--- config.mk ---
export PLATFORM = sky130hd
export DESIGN_NAME = motor_ramp_drive_controller
export DESIGN_NICKNAME = d
export VERILOG_FILES = /design/src/hdl/mrdc_pkg.sv /design/src/hdl/motor_ramp_drive_controller.sv
export SDC_FILE = /design/constraint.sdc
export NUM_CORES = 1
export LEC_CHECK = 0
export ABC_AREA = 1
export BUFFER_PORTS_ARGS = -buffer_cell sky130_fd_sc_hd__buf_4
export CAP_MARGIN = 0
export CORE_AREA = 2 2 131 133
export DETAILED_ROUTE_END_ITERATION = 10
export DIE_AREA = 0 0 133 135
export GPL_TIMING_DRIVEN = 0
export HOLD_SLACK_MARGIN = 0.03
export SYNTH_ARGS = -nofsm -noshare
export SYNTH_HDL_FRONTEND = slang
export SYNTH_SLANG_ARGS = --single-unit
--- constraint.sdc ---
create_clock -name aclk -period 3.3 [get_ports aclk]
set_input_delay 0 -clock aclk [delete_from_list [all_inputs] [get_ports aclk]]
set_output_delay 0 -clock aclk [all_outputs]
set_load 0.02 [all_outputs]
--- src/hdl/mrdc_pkg.sv ---
// Package with the types, codes and reset values of the motor ramp drive controller.
`timescale 1ns / 1ps

package mrdc_pkg;

    localparam int unsigned SPEED_W = 8;
    localparam int unsigned DELAY_W = 5;
    localparam int unsigned CODE_W  = 3;
    localparam int unsigned CFG_INDEX_W = 3;
    localparam int unsigned CFG_DATA_W  = 8;
    localparam int unsigned S_TDATA_W = 8;
    localparam int unsigned M_TDATA_W = 16;

    localparam logic [SPEED_W-1:0] MAX_SPEED_RST      = 8'd100;
    localparam logic [SPEED_W-1:0] MIN_SPEED_RST      = 8'd20;
    localparam logic [SPEED_W-1:0] STEP_UP_RST        = 8'd1;
    localparam logic [SPEED_W-1:0] STEP_DOWN_RST      = 8'd8;
    localparam logic [SPEED_W-1:0] STEP_DOWN_IDLE_RST = 8'd1;
    localparam logic [SPEED_W-1:0] STEERING_SPEED_RST = 8'd20;
    localparam logic [DELAY_W-1:0] DIRECTION_DELAY_RST = DELAY_W'(350 / 20);

    typedef enum logic [6:0] {
        MODE_ACCEL   = 7'b0000001,
        MODE_DECEL   = 7'b0000010,
        MODE_STEER_L = 7'b0000100,
        MODE_BRAKE_L = 7'b0001000,
        MODE_STEER_R = 7'b0010000,
        MODE_BRAKE_R = 7'b0100000,
        MODE_IDLE    = 7'b1000000
    } mode_t;

    typedef enum logic [CODE_W-1:0] {
        CODE_ACCEL   = 3'd0,
        CODE_DECEL   = 3'd1,
        CODE_STEER_L = 3'd2,
        CODE_BRAKE_L = 3'd3,
        CODE_STEER_R = 3'd4,
        CODE_BRAKE_R = 3'd5,
        CODE_IDLE    = 3'd6
    } mode_code_t;

    typedef enum logic [2:0] {
        REQ_ACCEL = 3'd0,
        REQ_DECEL = 3'd1,
        REQ_LEFT  = 3'd2,
        REQ_RIGHT = 3'd3,
        REQ_IDLE  = 3'd4
    } req_t;

    typedef enum logic [CFG_INDEX_W-1:0] {
        CFG_MAX_SPEED       = 3'd0,
        CFG_MIN_SPEED       = 3'd1,
        CFG_STEP_UP         = 3'd2,
        CFG_STEP_DOWN       = 3'd3,
        CFG_STEP_DOWN_IDLE  = 3'd4,
        CFG_STEERING_SPEED  = 3'd5,
        CFG_DIRECTION_DELAY = 3'd6
    } cfg_index_t;

    // Bridge levels, right A in the top bit down to left B in the bottom bit.
    localparam logic [3:0] PINS_FORWARD  = 4'b0101;
    localparam logic [3:0] PINS_BACKWARD = 4'b1010;
    localparam logic [3:0] PINS_STEER_L  = 4'b0110;
    localparam logic [3:0] PINS_BRAKE_L  = 4'b0111;
    localparam logic [3:0] PINS_STEER_R  = 4'b1001;
    localparam logic [3:0] PINS_BRAKE_R  = 4'b1101;

    function automatic mode_code_t mode_code(input mode_t mode);
        mode_code_t code;
        unique case (mode)
            MODE_ACCEL:   code = CODE_ACCEL;
            MODE_DECEL:   code = CODE_DECEL;
            MODE_STEER_L: code = CODE_STEER_L;
            MODE_BRAKE_L: code = CODE_BRAKE_L;
            MODE_STEER_R: code = CODE_STEER_R;
            MODE_BRAKE_R: code = CODE_BRAKE_R;
            default:      code = CODE_IDLE;
        endcase
        return code;
    endfunction

endpackage

--- src/hdl/motor_ramp_drive_controller.sv ---
// Top level of the motor ramp drive controller: request decode, drive state machine and duty ramp.
`timescale 1ns / 1ps

// One button transaction is one control tick. A tick is accepted whenever s_tready is high; its
// result goes to the result register, or to the skid register while that one waits. Throughput is
// one transaction per cycle while s_tready is high, set by the single register stage that holds
// the drive state, the duty and the direction. A two-entry output buffer (result register plus skid
// register) lets the slave side keep accepting while one result waits; s_tready falls only when
// both entries are full. Configuration writes are always ready and take effect on the next tick.
module motor_ramp_drive_controller
    import mrdc_pkg::*;
(
    input  logic                   aclk,
    input  logic                   aresetn,
    input  logic                   s_tvalid,
    output logic                   s_tready,
    // [0] button_up, [1] button_left, [2] button_right, [3] button_down, [7:4] zero
    input  logic [S_TDATA_W-1:0]   s_tdata,
    output logic                   m_tvalid,
    input  logic                   m_tready,
    // [0] right_pin_a, [1] right_pin_b, [2] left_pin_a, [3] left_pin_b, [11:4] duty,
    // [12] direction, [15:13] drive_mode
    output logic [M_TDATA_W-1:0]   m_tdata,
    input  logic                   cfg_valid,
    output logic                   cfg_ready,
    input  logic [CFG_INDEX_W-1:0] cfg_index,
    input  logic [CFG_DATA_W-1:0]  cfg_data
);

    logic [SPEED_W-1:0] max_speed_reg;
    logic [SPEED_W-1:0] min_speed_reg;
    logic [SPEED_W-1:0] step_up_reg;
    logic [SPEED_W-1:0] step_down_reg;
    logic [SPEED_W-1:0] step_down_idle_reg;
    logic [SPEED_W-1:0] steering_speed_reg;
    logic [DELAY_W-1:0] direction_delay_reg;

    mode_t              mode_reg, mode_next;
    logic [SPEED_W-1:0] speed_reg, speed_next;
    logic               direction_reg, direction_next;
    logic [DELAY_W-1:0] counter_reg, counter_next;

    logic                 out_valid_reg, out_valid_next;
    logic [M_TDATA_W-1:0] out_data_reg, out_data_next;
    logic                 skid_valid_reg, skid_valid_next;
    logic [M_TDATA_W-1:0] skid_data_reg, skid_data_next;

    req_t                 req;
    logic [3:0]           pins;
    logic [M_TDATA_W-1:0] result;
    logic                 s_accept;
    logic                 m_take;
    logic [DELAY_W-1:0]   counter_load;

    function automatic logic [SPEED_W-1:0] ramp_up(
        input logic [SPEED_W-1:0] s,
        input logic [SPEED_W-1:0] step,
        input logic [SPEED_W-1:0] max_s,
        input logic [SPEED_W-1:0] min_s
    );
        logic [SPEED_W:0]   sum;
        logic [SPEED_W-1:0] r;
        sum = {1'b0, s} + {1'b0, step};
        if (sum > {1'b0, max_s}) begin
            r = max_s;
        end else if (s < min_s) begin
            r = min_s;
        end else begin
            r = sum[SPEED_W-1:0];
        end
        return r;
    endfunction

    function automatic logic [SPEED_W-1:0] ramp_down(
        input logic [SPEED_W-1:0] s,
        input logic [SPEED_W-1:0] step,
        input logic [SPEED_W-1:0] min_s
    );
        logic [SPEED_W-1:0] r;
        if (s <= min_s) begin
            r = '0;
        end else if (s > step) begin
            r = s - step;
        end else begin
            r = '0;
        end
        return r;
    endfunction

    assign cfg_ready = 1'b1;
    assign s_tready  = !skid_valid_reg;
    assign s_accept  = s_tvalid && s_tready;
    assign m_tvalid  = out_valid_reg;
    assign m_tdata   = out_data_reg;
    assign m_take    = out_valid_reg && m_tready;

    always_ff @(posedge aclk) begin
        if (!aresetn) begin
            max_speed_reg       <= MAX_SPEED_RST;
            min_speed_reg       <= MIN_SPEED_RST;
            step_up_reg         <= STEP_UP_RST;
            step_down_reg       <= STEP_DOWN_RST;
            step_down_idle_reg  <= STEP_DOWN_IDLE_RST;
            steering_speed_reg  <= STEERING_SPEED_RST;
            direction_delay_reg <= DIRECTION_DELAY_RST;
        end else if (cfg_valid && cfg_ready) begin
            unique case (cfg_index)
                CFG_MAX_SPEED:       max_speed_reg       <= cfg_data;
                CFG_MIN_SPEED:       min_speed_reg       <= cfg_data;
                CFG_STEP_UP:         step_up_reg         <= cfg_data;
                CFG_STEP_DOWN:       step_down_reg       <= cfg_data;
                CFG_STEP_DOWN_IDLE:  step_down_idle_reg  <= cfg_data;
                CFG_STEERING_SPEED:  steering_speed_reg  <= cfg_data;
                CFG_DIRECTION_DELAY: direction_delay_reg <= cfg_data[DELAY_W-1:0];
                default: ;
            endcase
        end
    end

    always_comb begin
        if (s_tdata[0]) begin
            req = REQ_ACCEL;
        end else if (s_tdata[1]) begin
            req = REQ_LEFT;
        end else if (s_tdata[2]) begin
            req = REQ_RIGHT;
        end else if (s_tdata[3]) begin
            req = REQ_DECEL;
        end else begin
            req = REQ_IDLE;
        end
    end

    always_comb begin
        unique case (req)
            REQ_ACCEL: mode_next = MODE_ACCEL;
            REQ_DECEL: mode_next = MODE_DECEL;
            REQ_LEFT: begin
                mode_next = (mode_reg == MODE_STEER_L || mode_reg == MODE_BRAKE_L)
                          ? MODE_STEER_L : MODE_BRAKE_L;
            end
            REQ_RIGHT: begin
                mode_next = (mode_reg == MODE_STEER_R || mode_reg == MODE_BRAKE_R)
                          ? MODE_STEER_R : MODE_BRAKE_R;
            end
            default: mode_next = MODE_IDLE;
        endcase
    end

    // Direction may only be set at standstill, and only once the reversal counter has run out.
    always_comb begin
        direction_next = direction_reg;
        counter_load   = counter_reg;
        counter_next   = counter_reg;
        if (speed_reg == '0 && (req == REQ_ACCEL || req == REQ_DECEL)) begin
            if (counter_reg == '0) begin
                direction_next = (req == REQ_DECEL);
                counter_load   = direction_delay_reg;
            end
            counter_next = counter_load - DELAY_W'(1);
        end
    end

    always_comb begin
        unique case (mode_next)
            MODE_ACCEL: begin
                speed_next = direction_next
                    ? ramp_down(speed_reg, step_down_reg, min_speed_reg)
                    : ramp_up(speed_reg, step_up_reg, max_speed_reg, min_speed_reg);
            end
            MODE_DECEL: begin
                speed_next = direction_next
                    ? ramp_up(speed_reg, step_up_reg, max_speed_reg, min_speed_reg)
                    : ramp_down(speed_reg, step_down_reg, min_speed_reg);
            end
            MODE_IDLE:    speed_next = ramp_down(speed_reg, step_down_idle_reg, min_speed_reg);
            MODE_STEER_L: speed_next = steering_speed_reg;
            MODE_STEER_R: speed_next = steering_speed_reg;
            default:      speed_next = speed_reg;
        endcase
    end

    always_comb begin
        unique case (mode_next)
            MODE_STEER_L: pins = PINS_STEER_L;
            MODE_BRAKE_L: pins = PINS_BRAKE_L;
            MODE_STEER_R: pins = PINS_STEER_R;
            MODE_BRAKE_R: pins = PINS_BRAKE_R;
            default:      pins = direction_next ? PINS_BACKWARD : PINS_FORWARD;
        endcase
        result = {mode_code(mode_next), direction_next, speed_next,
                  pins[0], pins[1], pins[2], pins[3]};
    end

    always_comb begin
        out_valid_next  = out_valid_reg;
        out_data_next   = out_data_reg;
        skid_valid_next = skid_valid_reg;
        skid_data_next  = skid_data_reg;
        if (!out_valid_reg || m_take) begin
            if (skid_valid_reg) begin
                out_valid_next  = 1'b1;
                out_data_next   = skid_data_reg;
                skid_valid_next = 1'b0;
            end else if (s_accept) begin
                out_valid_next = 1'b1;
                out_data_next  = result;
            end else begin
                out_valid_next = 1'b0;
            end
        end else if (s_accept) begin
            skid_valid_next = 1'b1;
            skid_data_next  = result;
        end
    end

    always_ff @(posedge aclk) begin
        if (!aresetn) begin
            mode_reg       <= MODE_IDLE;
            speed_reg      <= '0;
            direction_reg  <= 1'b0;
            counter_reg    <= '0;
            out_valid_reg  <= 1'b0;
            skid_valid_reg <= 1'b0;
        end else begin
            if (s_accept) begin
                mode_reg      <= mode_next;
                speed_reg     <= speed_next;
                direction_reg <= direction_next;
                counter_reg   <= counter_next;
            end
            out_valid_reg  <= out_valid_next;
            skid_valid_reg <= skid_valid_next;
        end
    end

    always_ff @(posedge aclk) begin
        out_data_reg  <= out_data_next;
        skid_data_reg <= skid_data_next;
    end

`ifndef SYNTH
    a_skid_behind_output: assert property (@(posedge aclk) disable iff (!aresetn)
        skid_valid_reg |-> out_valid_reg)
        else $error("skid register holds a result while the output register is empty");

    a_direction_at_standstill: assert property (@(posedge aclk) disable iff (!aresetn)
        ($past(aresetn) && direction_reg != $past(direction_reg))
            |-> ($past(s_accept) && $past(speed_reg) == '0))
        else $error("direction changed while moving or without a transaction");

    a_counter_on_accept: assert property (@(posedge aclk) disable iff (!aresetn)
        ($past(aresetn) && counter_reg != $past(counter_reg)) |-> $past(s_accept))
        else $error("reversal counter changed without a transaction");
`endif

endmodule
[Word level (Yosys, flattened, before mapping)]
Cells that the tools add are included.
Cells by class
  multiplexer cells: 27
  equality and inequality tests: 20
  div/mod/pow operators: 0
  add/subtract/negate cells: 4
  order comparisons: 5
  shift operators: 0
  bitwise operators: 2
  $mul: 0
  reduce and logical (&&, ||, !) cells: 26
Operators by type and width (number)
  $mux 8: 8
  $mux 16: 2
  $pmux 8 s4: 1
  $pmux 7 s4: 1
  $reduce_and 2->1: 10
  $pmux 3 s6: 1
  $gt 8x8->1: 2
  $pmux 4 s4: 1
  $sub 8x8->8: 2
  $eq 7x3->1 const B: 2
  $eq 7x4->1 const B: 2
  $eq 7x5->1 const B: 2
  $eq 7x6->1 const B: 2
  $eq 3x2->1 const B: 4
  $mux 3: 4
  $mux 5: 2
  $add 8x8->9: 1
  $eq 3x3->1 const B: 3
  $gt 9x8->1: 1
  $le 8x8->1: 1
  $logic_not 8->1: 1
  $lt 8x8->1: 1
  $mux 4: 2
  $eq 7x1->1 const B: 1
  14 further kinds: 27
Storage, ports and cells
  output and inout port bits: 19
  ROM bits: 0
  latch bits: 0
  register bits after elaboration: 108
  bits in writable memories: 0
  memories: 0

[Longest topological paths before layout]
Gate-level depths: netlist of run 1.
  depth after elaboration: 12
  mapped depth: 23

[Least setup slack after synthesis of run 1]
OpenSTA, ideal clock, no wires.
  path kind: register -> register
  start point: register speed_reg[1]
  end point: register out_data_reg[9] (netlist: m_tdata[9]), data pin
  slack: 0.272 ns
  cell stages (with the launch flop): 23
  setup time: 0.267 ns
  arrival time: 2.761 ns
  required time: 3.033 ns
  period minus slack after synthesis: 3.028 ns
  cells stage by stage: dfxtp_1 > inv_1 > fa_1 > nor2_1 > nor2_1 > xnor2_1 > ha_1 > nand2_1 > inv_1 > nand2_1 > nand3_1 > nand2_1 > nand2_1 > nand2_1 > nand2_1 > nand2_1 > nand2_2 > nand2_1 > nand3_1 > nand2_1 > nand3_1 > nand2_2 > o21ai_2
Between the ends
  word-level cells in the longest chain between the ends: 7
  elaborated cells on any way between the ends: 22
Ends and longest elaborated chain
  start, declared: line motor_ramp_drive_controller.sv:39  | logic [SPEED_W-1:0] speed_reg, speed_next;
  start signal, assigned: line motor_ramp_drive_controller.sv:228  | speed_reg <= speed_next;
  $add 8x8->9 (tied with other cells): line motor_ramp_drive_controller.sv:63  | sum = {1'b0, s} + {1'b0, step};
  $gt 9x8->1 (tied with other cells): line motor_ramp_drive_controller.sv:64  | if (sum > {1'b0, max_s}) begin
  $mux 8 (tied with other cells): line motor_ramp_drive_controller.sv:64
  $mux 8 (on tied branches): line motor_ramp_drive_controller.sv:173, motor_ramp_drive_controller.sv:168
  $pmux 8 s4 *: line motor_ramp_drive_controller.sv:165  | unique case (mode_next)
  $mux 16 *: line motor_ramp_drive_controller.sv:205  | end else if (s_accept) begin
  $mux 16 *: line motor_ramp_drive_controller.sv:201  | if (skid_valid_reg) begin
  end signal, assigned: line motor_ramp_drive_controller.sv:238  | out_data_reg <= out_data_next;
  end, declared: line motor_ramp_drive_controller.sv:44  | logic [M_TDATA_W-1:0] out_data_reg, out_data_next;
Mark *: on every way between the ends. The rest lies on a longest branch, timed or not. The select of a mux whose other input is x is not followed.
A chain may end at the register's enable or synchronous reset.

[Worst setup path in the final report of run 1]
  start point: register speed_reg[3]
  end point: register out_data_reg[8] (netlist: m_tdata[8]), data pin
Same word-level chain as after synthesis.

==> flow_summary.yaml, run 1 <==
yosys:
  yosysTopAreaCell: "dfxtp_1"
  async_flop_share_pct: 0
  ys_seq_area_share_pct: 37.99
  synth_top_flop_cell: "dfxtp_1"
  synth_area_leaders: "dfxtp_1 23%, edfxtp_1 15%, nand2_1 10%"
  syn_area_um2: 6535
  synthDistinctLibCells: 45
  syn_nets: 953
  synth_top_area_share_pct: 23.28
  synth.most_common_cell: "nand2_1"
  yosys_warnings: 0
  synth-edff-count: 32
  synth_commonest_cells: "175 x nand2_1, 120 x inv_1, 101 x nor2_1"
  synth-seq-cells: 108
  syn_inst: 885
  synth.avg_cell_area_um2: 7.384
power:
  internal_power_mw: 2.418
  clkPwrFrac_pct: 28.6
  combPwrFrac_pct: 30.6
  cellPowerDensity_nw_per_um2: 479.5
  total_power_mw: 3.733
  p_sw_mw: 1.315
  vdd_drop_max_mv: 0.2838
  swShare_pct: 35.23
  seqPwrFrac_pct: 40.7
  power_leakage_nw: 3.516
setup_path:
  cp_data_arrival_time_ns: 3.29
  rr_worst_depth: 22
  worstPathMaxFanout: 8
  crit_type: "reg2reg"
  startpoint_type: "flop"
  cp-end-kind: "flop"
  critPathRequiredTime_ns: 3.40
floorplanning:
  dieHeight_um: 135
  rows: 47
  dieArea_um2: 17960
  core_area_um2: 16410
  io_pins: 43
  initial_core_util_pct: 39.83
  die_x_um: 133
detailed_routing:
  post-route-drc-count: 0
  avgRoutedWirePerCell_um: 15.09
  vias: 5848
  via_per_inst: 4.956
  drt_wl_total_mm: 17.81
  ant_nets: 0
  drt_iter0_drc: 350
  dr.pass1.iters: 4
global_routing:
  grt.met1_usage_pct: 28.43
  grt.met2_usage_pct: 32.12
  grt_max_degree: 20
  grt_use_total_pct: 20.46
  globalRouteOverflowTotal: 0
  grtUsageMet3_pct: 4.392
  first_global_vias: 5303
  busiest_layer: "met2"
  antenna_found_initial: 0
  grt_first_pass_wirelength_mm: 28.10
layout:
  n_fill_cell: 1672
  multi_input_area_um2: 3636
  insertedDiodeCount: 0
  synthToLayoutAreaGrowth_pct: 19.11
  nets: 1023
  drive_gt1_share_pct: 17.92
  register_area_um2: 2502
run_status:
  status: "complete, no violations"
timing:
  hold_violations: 0
  period_share_pct: 96.79
  finalMaxSlewViolations: 0
  setup_violations: 0
  fin_worst_skew_ns: 0.01058
  rsz0062_at_grt: "yes"
  fmax_mhz: 313.1
  period_needed_ns: 3.194
  tns_ns: 0
  slew_headroom_pct: 48.51
  max_slew.worst_pin.slew_ns: 0.7715
cts:
  htree_levels: 3
  cts_tree: "done"
  cts_root_buf: "clkbuf_16"
  cts.sinks: 108
  cts_buffers: 9
  clkTransAtPathRegs_ns: 0.08
  clk_latency_ns: 0.36
  cts_buffer_depth: 2
flow_run:
  drv_cap: 0
place:
  hpwl_mm: 13.42
  gp_congestion: 0.9012
  io_buffers: 37
min_path:
  hold_path.class: "in2reg"
  hold_depth: 6
-- metrics by stage --
step	cells	util [%]	hold slack, ns	cell area, um2	setup slack [ns]
final	1180	47.44	0.03639	7784	0.1058
after global routing	1180	47.44	0.05997	7784	-0.03769
after CTS	1169	45.74	0.03181	7505	0.0001106
after detailed placement	1142	43.20	0.3063	7088	-0.5663
after global placement	1142	43.20	0.3050	7088	-0.5361
after floorplan	885	-	0.1261	6535	0.2717
-- per-layer routing --
metal	vias up	wire length (um)
met5	-	0
met1	2642	8536
met4	0	272
li1	3039	-
met3	21	1137
met2	146	7865
-- power groups by stage --
stage                     clock network, mW  logic (mW)  registers, mW
after floorplan                           0       0.710           1.56
after global placement                    0        1.00           1.55
after detailed placement                  0        1.01           1.55
after CTS                              1.09        1.03           1.52
after global routing                   1.15        1.27           1.53
final                                  1.07        1.14           1.52
-- cell type report --
class                      count  share of cell area, %
multi-input combinational    625                  46.71
tap                          220                  3.536
timing repair buffer          58                  5.948
inverter                     129                  6.301
clock inverter                 6                 0.7394
sequential                   108                  32.15
buffer                        24                  1.672
clock buffer                  10                  2.942
-- cell families (layout without fill, tap and decap cells) --
logic type | after synthesis | count (layout) | share of synthesized area, %
AND/OR/NAND/NOR | 384 | 385 | 26.69
AO/OA/AOI/OAI | 185 | 185 | 15.72
buffers and inverters | 153 | 227 | 9.439
flip-flops | 108 | 108 | 37.99
adder cells (fa/ha/maj) | 44 | 44 | 8.769
XOR/XNOR | 10 | 10 | 1.340
other | 1 | 1 | 0.05738
-- final timing paths --
kind / slack, ns / endpoint / start
max reg2reg: 0.11 / m_tdata[8] / speed_reg[3]
max: 0.11 / m_tdata[8] / speed_reg[3]
min: 0.04 / step_down_idle_reg[0] / cfg_index[0]
min reg2reg: 0.45 / steering_speed_reg[1] / steering_speed_reg[1]
-- what timing repair did --
action / in CTS / in global routing
gates cloned: 0 / 1
hold endpoints to repair: 37 / 0
setup endpoints to repair: 24 / 24
hold buffers: 11 / 0
resized for setup: 8 / 52
pin swaps: 0 / 23
buffers inserted: 0 / 10
-- cells in the final DEF (no fill, tap or decap), drive strengths merged, types with 3 or more instances in the layout --
cell           n
a31oi          4
nand2        194
inv          130
clkinvlp       3
a21oi         84
clkbuf        28
xnor2          6
o21bai         3
dlygate4sd3   11
o211ai         6
o21ai         83
xor2           4
edfxtp        32
ha            41
nor3           5
o21a           3
nor2         107
dfxtp         76
nand3         61
fa             3
buf           53
nand4         11
-- critical path, cell delays in order, from the launching register on --
cell and delay (ns):
dfxtp_2 0.40, ha_1 0.42, nand2_1 0.11, nor2_2 0.13
nor2_2 0.05, xnor2_2 0.22, ha_1 0.30, nand2_2 0.11
inv_2 0.04, nand2_2 0.05, nand3_1 0.07, nand2_1 0.07
nand2_1 0.05, nand2_1 0.09, nand2_2 0.09, nand2_4 0.12
nand2_8 0.11, nand2_2 0.10, nand3_1 0.07, nand2_1 0.07
nand3_2 0.11, nand2_4 0.09, o21ai_2 0.05
No activity file was read; power rests on OpenSTA's default activity.
==> run 2, diff against run 1 <==
==> constraint.sdc (replaced) <==
create_clock -name aclk -period 3.3 [get_ports aclk]
set_input_delay 0.66 -clock aclk [delete_from_list [all_inputs] [get_ports aclk]]
set_output_delay 0.66 -clock aclk [all_outputs]
set_load 0.02 [all_outputs]
==> flow_summary.yaml, run 2 (synthesis gave the netlist of run 1 again) <==
detailed_routing:
  dr.pass1.iters: 5
  drt_wl_total_mm: 17.81
  vias: 5811
  post-route-drc-count: 0
  ant_nets: 0
  drt_iter0_drc: 372
  via_per_inst: 4.967
  avgRoutedWirePerCell_um: 15.22
timing:
  period_needed_ns: 3.221
  fmax_mhz: 310.4
  finalMaxSlewViolations: 0
  slew_headroom_pct: 48.54
  rsz0062_at_grt: "yes"
  setup_violations: 0
  hold_violations: 0
  fin_worst_skew_ns: 0.01155
  max_slew.worst_pin.slew_ns: 0.7711
  period_share_pct: 97.62
cts:
  cts.sinks: 108
  cts_buffer_depth: 2
  clkTransAtPathRegs_ns: 0.08
  cts_root_buf: "clkbuf_16"
  clk_latency_ns: 0.36
  cts_tree: "done"
  htree_levels: 3
  cts_buffers: 9
  postCtsHoldBufs: 0
power:
  cellPowerDensity_nw_per_um2: 485.6
  power_leakage_nw: 3.442
  vdd_drop_max_mv: 0.2832
place:
  post_dp_cell_area_um2: 7088
  hpwl_mm: 13.42
  dp.cells: 1142
  io_buffers: 37
  gp_congestion: 0.9012
layout:
  drive_gt1_share_pct: 17.26
  insertedDiodeCount: 0
  nets: 1013
  synthToLayoutAreaGrowth_pct: 16.60
  design_area_um2: 7620
  final_core_util_pct: 46.44
  layout_commonest_cell: "nand2_1"
  layout_common_cells: "163 x nand2_1, 118 x inv_1, 97 x nor2_1"
  n_fill_cell: 1695
  final_cells: 1170
global_routing:
  first_global_vias: 5268
  antenna_found_initial: 0
  globalRouteOverflowTotal: 0
  grt_max_degree: 20
  grt_first_pass_wirelength_mm: 27.96
  grt_use_total_pct: 20.37
setup_path:
  cp_data_arrival_time_ns: 3.51
  cpPeakStageDelay_ns: 0.39
  worstPathMaxFanout: 5
  cp_common_cell: "nand2_1"
  crit_type: "reg2reg"
  startpoint_type: "flop"
  crit_chain: "ha_4, inv_2, fa_2, nor2_2, nor2_2, xnor2_2, ha_1, nand2_2, inv_1, nand2_1, nand3_1, nand2_1, nand2_1, nand2_1, nand2_2, nand2_4, nand3_1, nand3_2, nand2_2, nand3_2, nand2_4, buf_4, a21oi_2"
  cp-end-kind: "flop"
  crit_path_top_delay_cell: "dfxtp_4"
  critPathRequiredTime_ns: 3.59
floorplanning:
  io_pins: 43
  rows: 47
  dieHeight_um: 135
  dieArea_um2: 17960
  core_area_um2: 16410
  die_x_um: 133
  initial_core_util_pct: 39.83
min_path:
  hold_path.class: "reg2reg"
run_status:
  status: "complete, no violations"
flow_run:
  drv_cap: 0
-- run 2: metrics by stage --
step	TNS, ns	setup slack (ns)	total power, mW	hold WS [ns]
after floorplan	0	0.2717	2.266	0.4245
after global placement	-10.93	-0.5361	2.549	0.4391
after detailed placement	-11.71	-0.5663	2.562	0.4407
after CTS	0	0.0001106	3.631	0.4515
after global routing	-0.4013	-0.05511	3.917	0.4717
final	0	0.07867	3.700	0.4512
-- run 2: final cells by class --
| cell class | count | area [um2] | share of cell area (%) |
|---|---|---|---|
| Timing Repair Buffer | 48 | 360.3 | 4.729 |
| Multi-Input combinational cell | 625 | 3575 | 46.91 |
| Inverter | 129 | 490.5 | 6.437 |
| Clock inverter | 6 | 57.56 | 0.7553 |
| Buffer | 24 | 130.1 | 1.708 |
| Clock buffer | 10 | 229.0 | 3.005 |
| Sequential cell | 108 | 2502 | 32.84 |
| Tap cell | 220 | 275.3 | 3.612 |
-- run 2: repair_timing --
item                       4_1_cts  5_1_grt
gates resized for setup          8       37
pin swaps                        0       19
setup endpoints to repair       24       24
gates cloned                     0        1
buffers inserted                 0       11
-- run 2: final timing paths --
| check | start | slack (ns) | endpoint | cells after the start |
|---|---|---|---|---|
| max | speed_reg[0] | 0.08 | speed_reg[2] | 23 |
| min | steering_speed_reg[1] | 0.45 | steering_speed_reg[1] | 2 |
| max reg2reg | speed_reg[0] | 0.08 | speed_reg[2] | 23 |
| min reg2reg | steering_speed_reg[1] | 0.45 | steering_speed_reg[1] | 2 |
-- run 2: worst max-delay path, delay by kind of cell (launching register included) --
family / cells / cell delay [ns]
adder cells (fa/ha/maj): 3 / 0.83
flip-flops: 1 / 0.39
XOR/XNOR: 1 / 0.23
AO/OA/AOI/OAI: 1 / 0.10
AND/OR/NAND/NOR: 15 / 1.39
buffers and inverters: 3 / 0.21
-- run 2: power breakdown --
group	switching [mW]	internal, mW	total [mW]	leakage [nW]
Combinational	0.700	0.412	1.11	2.38
Sequential	0.0603	1.46	1.52	0.928
Clock	0.539	0.529	1.07	0.134
-- run 2: per-layer routing --
| metal | track usage, % | wire, um |
|---|---|---|
| met4 | 5.974 | 305 |
| met1 | 28.31 | 8633 |
| met3 | 4.317 | 1059 |
| met5 | 0 | 0 |
| met2 | 32.01 | 7815 |
==> run 3, diff against run 2 <==
CTS_BUF_LIST = sky130_fd_sc_hd__clkbuf_8 sky130_fd_sc_hd__clkbuf_16   (was default)
==> flow_summary.yaml, run 3 (synthesis gave the netlist of run 1 again) <==
floorplanning:
  core_area_um2: 16410
  rows: 47
  initial_core_util_pct: 39.83
  die_x_um: 133
  io_pins: 43
  dieArea_um2: 17960
  dieHeight_um: 135
cts:
  clk_latency_ns: 0.36
  cts_buffer_depth: 2
  cts.sinks: 108
  clkTransAtPathRegs_ns: 0.08
  cts_tree: "done"
  cts_buffers: 9
  cts_root_buf: "clkbuf_16"
  postCtsHoldBufs: 0
  htree_levels: 3
layout:
  layout_commonest_cell: "nand2_1"
  nets: 1013
  design_area_um2: 7620
  insertedDiodeCount: 0
  drive_gt1_share_pct: 17.26
  synthToLayoutAreaGrowth_pct: 16.60
  layout_common_cells: "163 x nand2_1, 119 x inv_1, 97 x nor2_1"
  final_core_util_pct: 46.44
detailed_routing:
  vias: 5811
  ant_nets: 0
  post-route-drc-count: 0
  drt_iter0_drc: 369
  dr.pass1.iters: 5
  drt_wl_total_mm: 17.81
  via_per_inst: 4.967
  avgRoutedWirePerCell_um: 15.23
setup_path:
  cp-end-kind: "flop"
  worstPathMaxFanout: 5
  crit_path_top_delay_cell: "dfxtp_4"
  critPathBufInv: 3
  startpoint_type: "flop"
  critPathRequiredTime_ns: 3.59
  crit_type: "reg2reg"
  crit_chain: "ha_4, inv_2, fa_2, nor2_2, nor2_2, xnor2_2, ha_1, nand2_2, inv_1, nand2_1, nand3_1, nand2_1, nand2_1, nand2_1, nand2_2, nand2_4, nand3_1, nand3_2, nand2_2, nand3_2, nand2_4, buf_4, a21oi_2"
  cp_data_arrival_time_ns: 3.51
  cp_common_cell: "nand2_1"
  crit_family: "simple AND/OR/NAND/NOR gates"
  cpPeakStageDelay_ns: 0.39
power:
  swShare_pct: 35.15
  clkPwrFrac_pct: 28.8
  vdd_drop_max_mv: 0.2832
  cellPowerDensity_nw_per_um2: 485.2
  power_leakage_nw: 3.446
  total_power_mw: 3.697
  combPwrFrac_pct: 30.1
  p_sw_mw: 1.299
  seqPwrFrac_pct: 41.1
  internal_power_mw: 2.398
timing:
  period_share_pct: 97.62
  finalMaxSlewViolations: 0
  max_slew.worst_pin.slew_ns: 0.7711
  fin_worst_skew_ns: 0.01155
  fmax_mhz: 310.4
  setup_violations: 0
  hold_violations: 0
  period_needed_ns: 3.221
  rsz0062_at_grt: "yes"
  layout_setup_ws_ns: 0.07867
  slew_headroom_pct: 48.54
global_routing:
  grt_first_pass_wirelength_mm: 27.96
  grt_max_degree: 20
  first_global_vias: 5268
  globalRouteOverflowTotal: 0
  antenna_found_initial: 0
  grt_use_total_pct: 20.37
place:
  post_dp_cell_area_um2: 7088
  hpwl_mm: 13.42
  dp_slack_ns: -0.5663
  io_buffers: 37
  gp_congestion: 0.9012
min_path:
  hold_path.class: "reg2reg"
run_status:
  status: "complete, no violations"
flow_run:
  drv_cap: 0
==> run 3: cell types whose count changed in the layout (fill, tap and decap cells not counted), sizes merged <==
cell / change
clkbuf: -1
inv: +1
==> run 3: layout make-up <==
class                           count  area, um2
Fill cell                        1695       8787
Multi-Input combinational cell    625       3575
Sequential cell                   108       2502
Inverter                          129      490.5
Timing Repair Buffer               48      360.3
Tap cell                          220      275.3
Clock buffer                        9      225.2
Buffer                             24      130.1
Clock inverter                      7      61.31
==> run 3: worst min-delay path: cells and delay by family, from the launching register on <==
kind	cells	cell delay [ns]
flip-flops	1	0.30
buffers and inverters	1	0.06
AO/OA/AOI/OAI	1	0.05
==> run 3: power groups by stage <==
stage	logic, mW	clock network (mW)	registers [mW]
2_1_floorplan	0.710	0	1.56
3_3_place_gp	1.00	0	1.55
3_5_place_dp	1.01	0	1.55
4_1_cts	1.02	1.09	1.52
5_1_grt	1.24	1.15	1.53
6_report	1.11	1.07	1.52
==> run 3: repair_timing <==
item / 4_1_cts / 5_1_grt
gates cloned: 0 / 1
setup buffers: 0 / 11
gates resized for setup: 8 / 37
hold endpoints to repair: 0 / 0
pin swaps: 0 / 19
endpoints found under the setup margin: 24 / 24
==> run 3: layer usage <==
layer / up-vias / routed length, um / track usage [%]
met3: 25 / 1059 / 4.317
li1: 3020 / - / -
met5: - / 0 / 0
met1: 2614 / 8634 / 28.31
met4: 0 / 305 / 5.974
met2: 152 / 7815 / 32.01
==> run 3: path summary, 6_finish.rpt <==
| check | from | end | slack (ns) | cells after the start |
|---|---|---|---|---|
| setup reg to reg | speed_reg[0] | speed_reg[2] | 0.08 | 23 |
| hold reg to reg | steering_speed_reg[1] | steering_speed_reg[1] | 0.45 | 2 |
| setup / recovery | speed_reg[0] | speed_reg[2] | 0.08 | 23 |
| hold / removal | steering_speed_reg[1] | steering_speed_reg[1] | 0.45 | 2 |
==> run 3: through the flow <==
step / setup TNS, ns / instances / hold WS, ns
global route: -0.3981 / 1170 / 0.4717
finish: 0 / 1170 / 0.4512
floorplan: 0 / 885 / 0.4245
CTS: 0 / 1158 / 0.4515
detailed placement: -11.71 / 1142 / 0.4407
global placement: -10.93 / 1142 / 0.4391
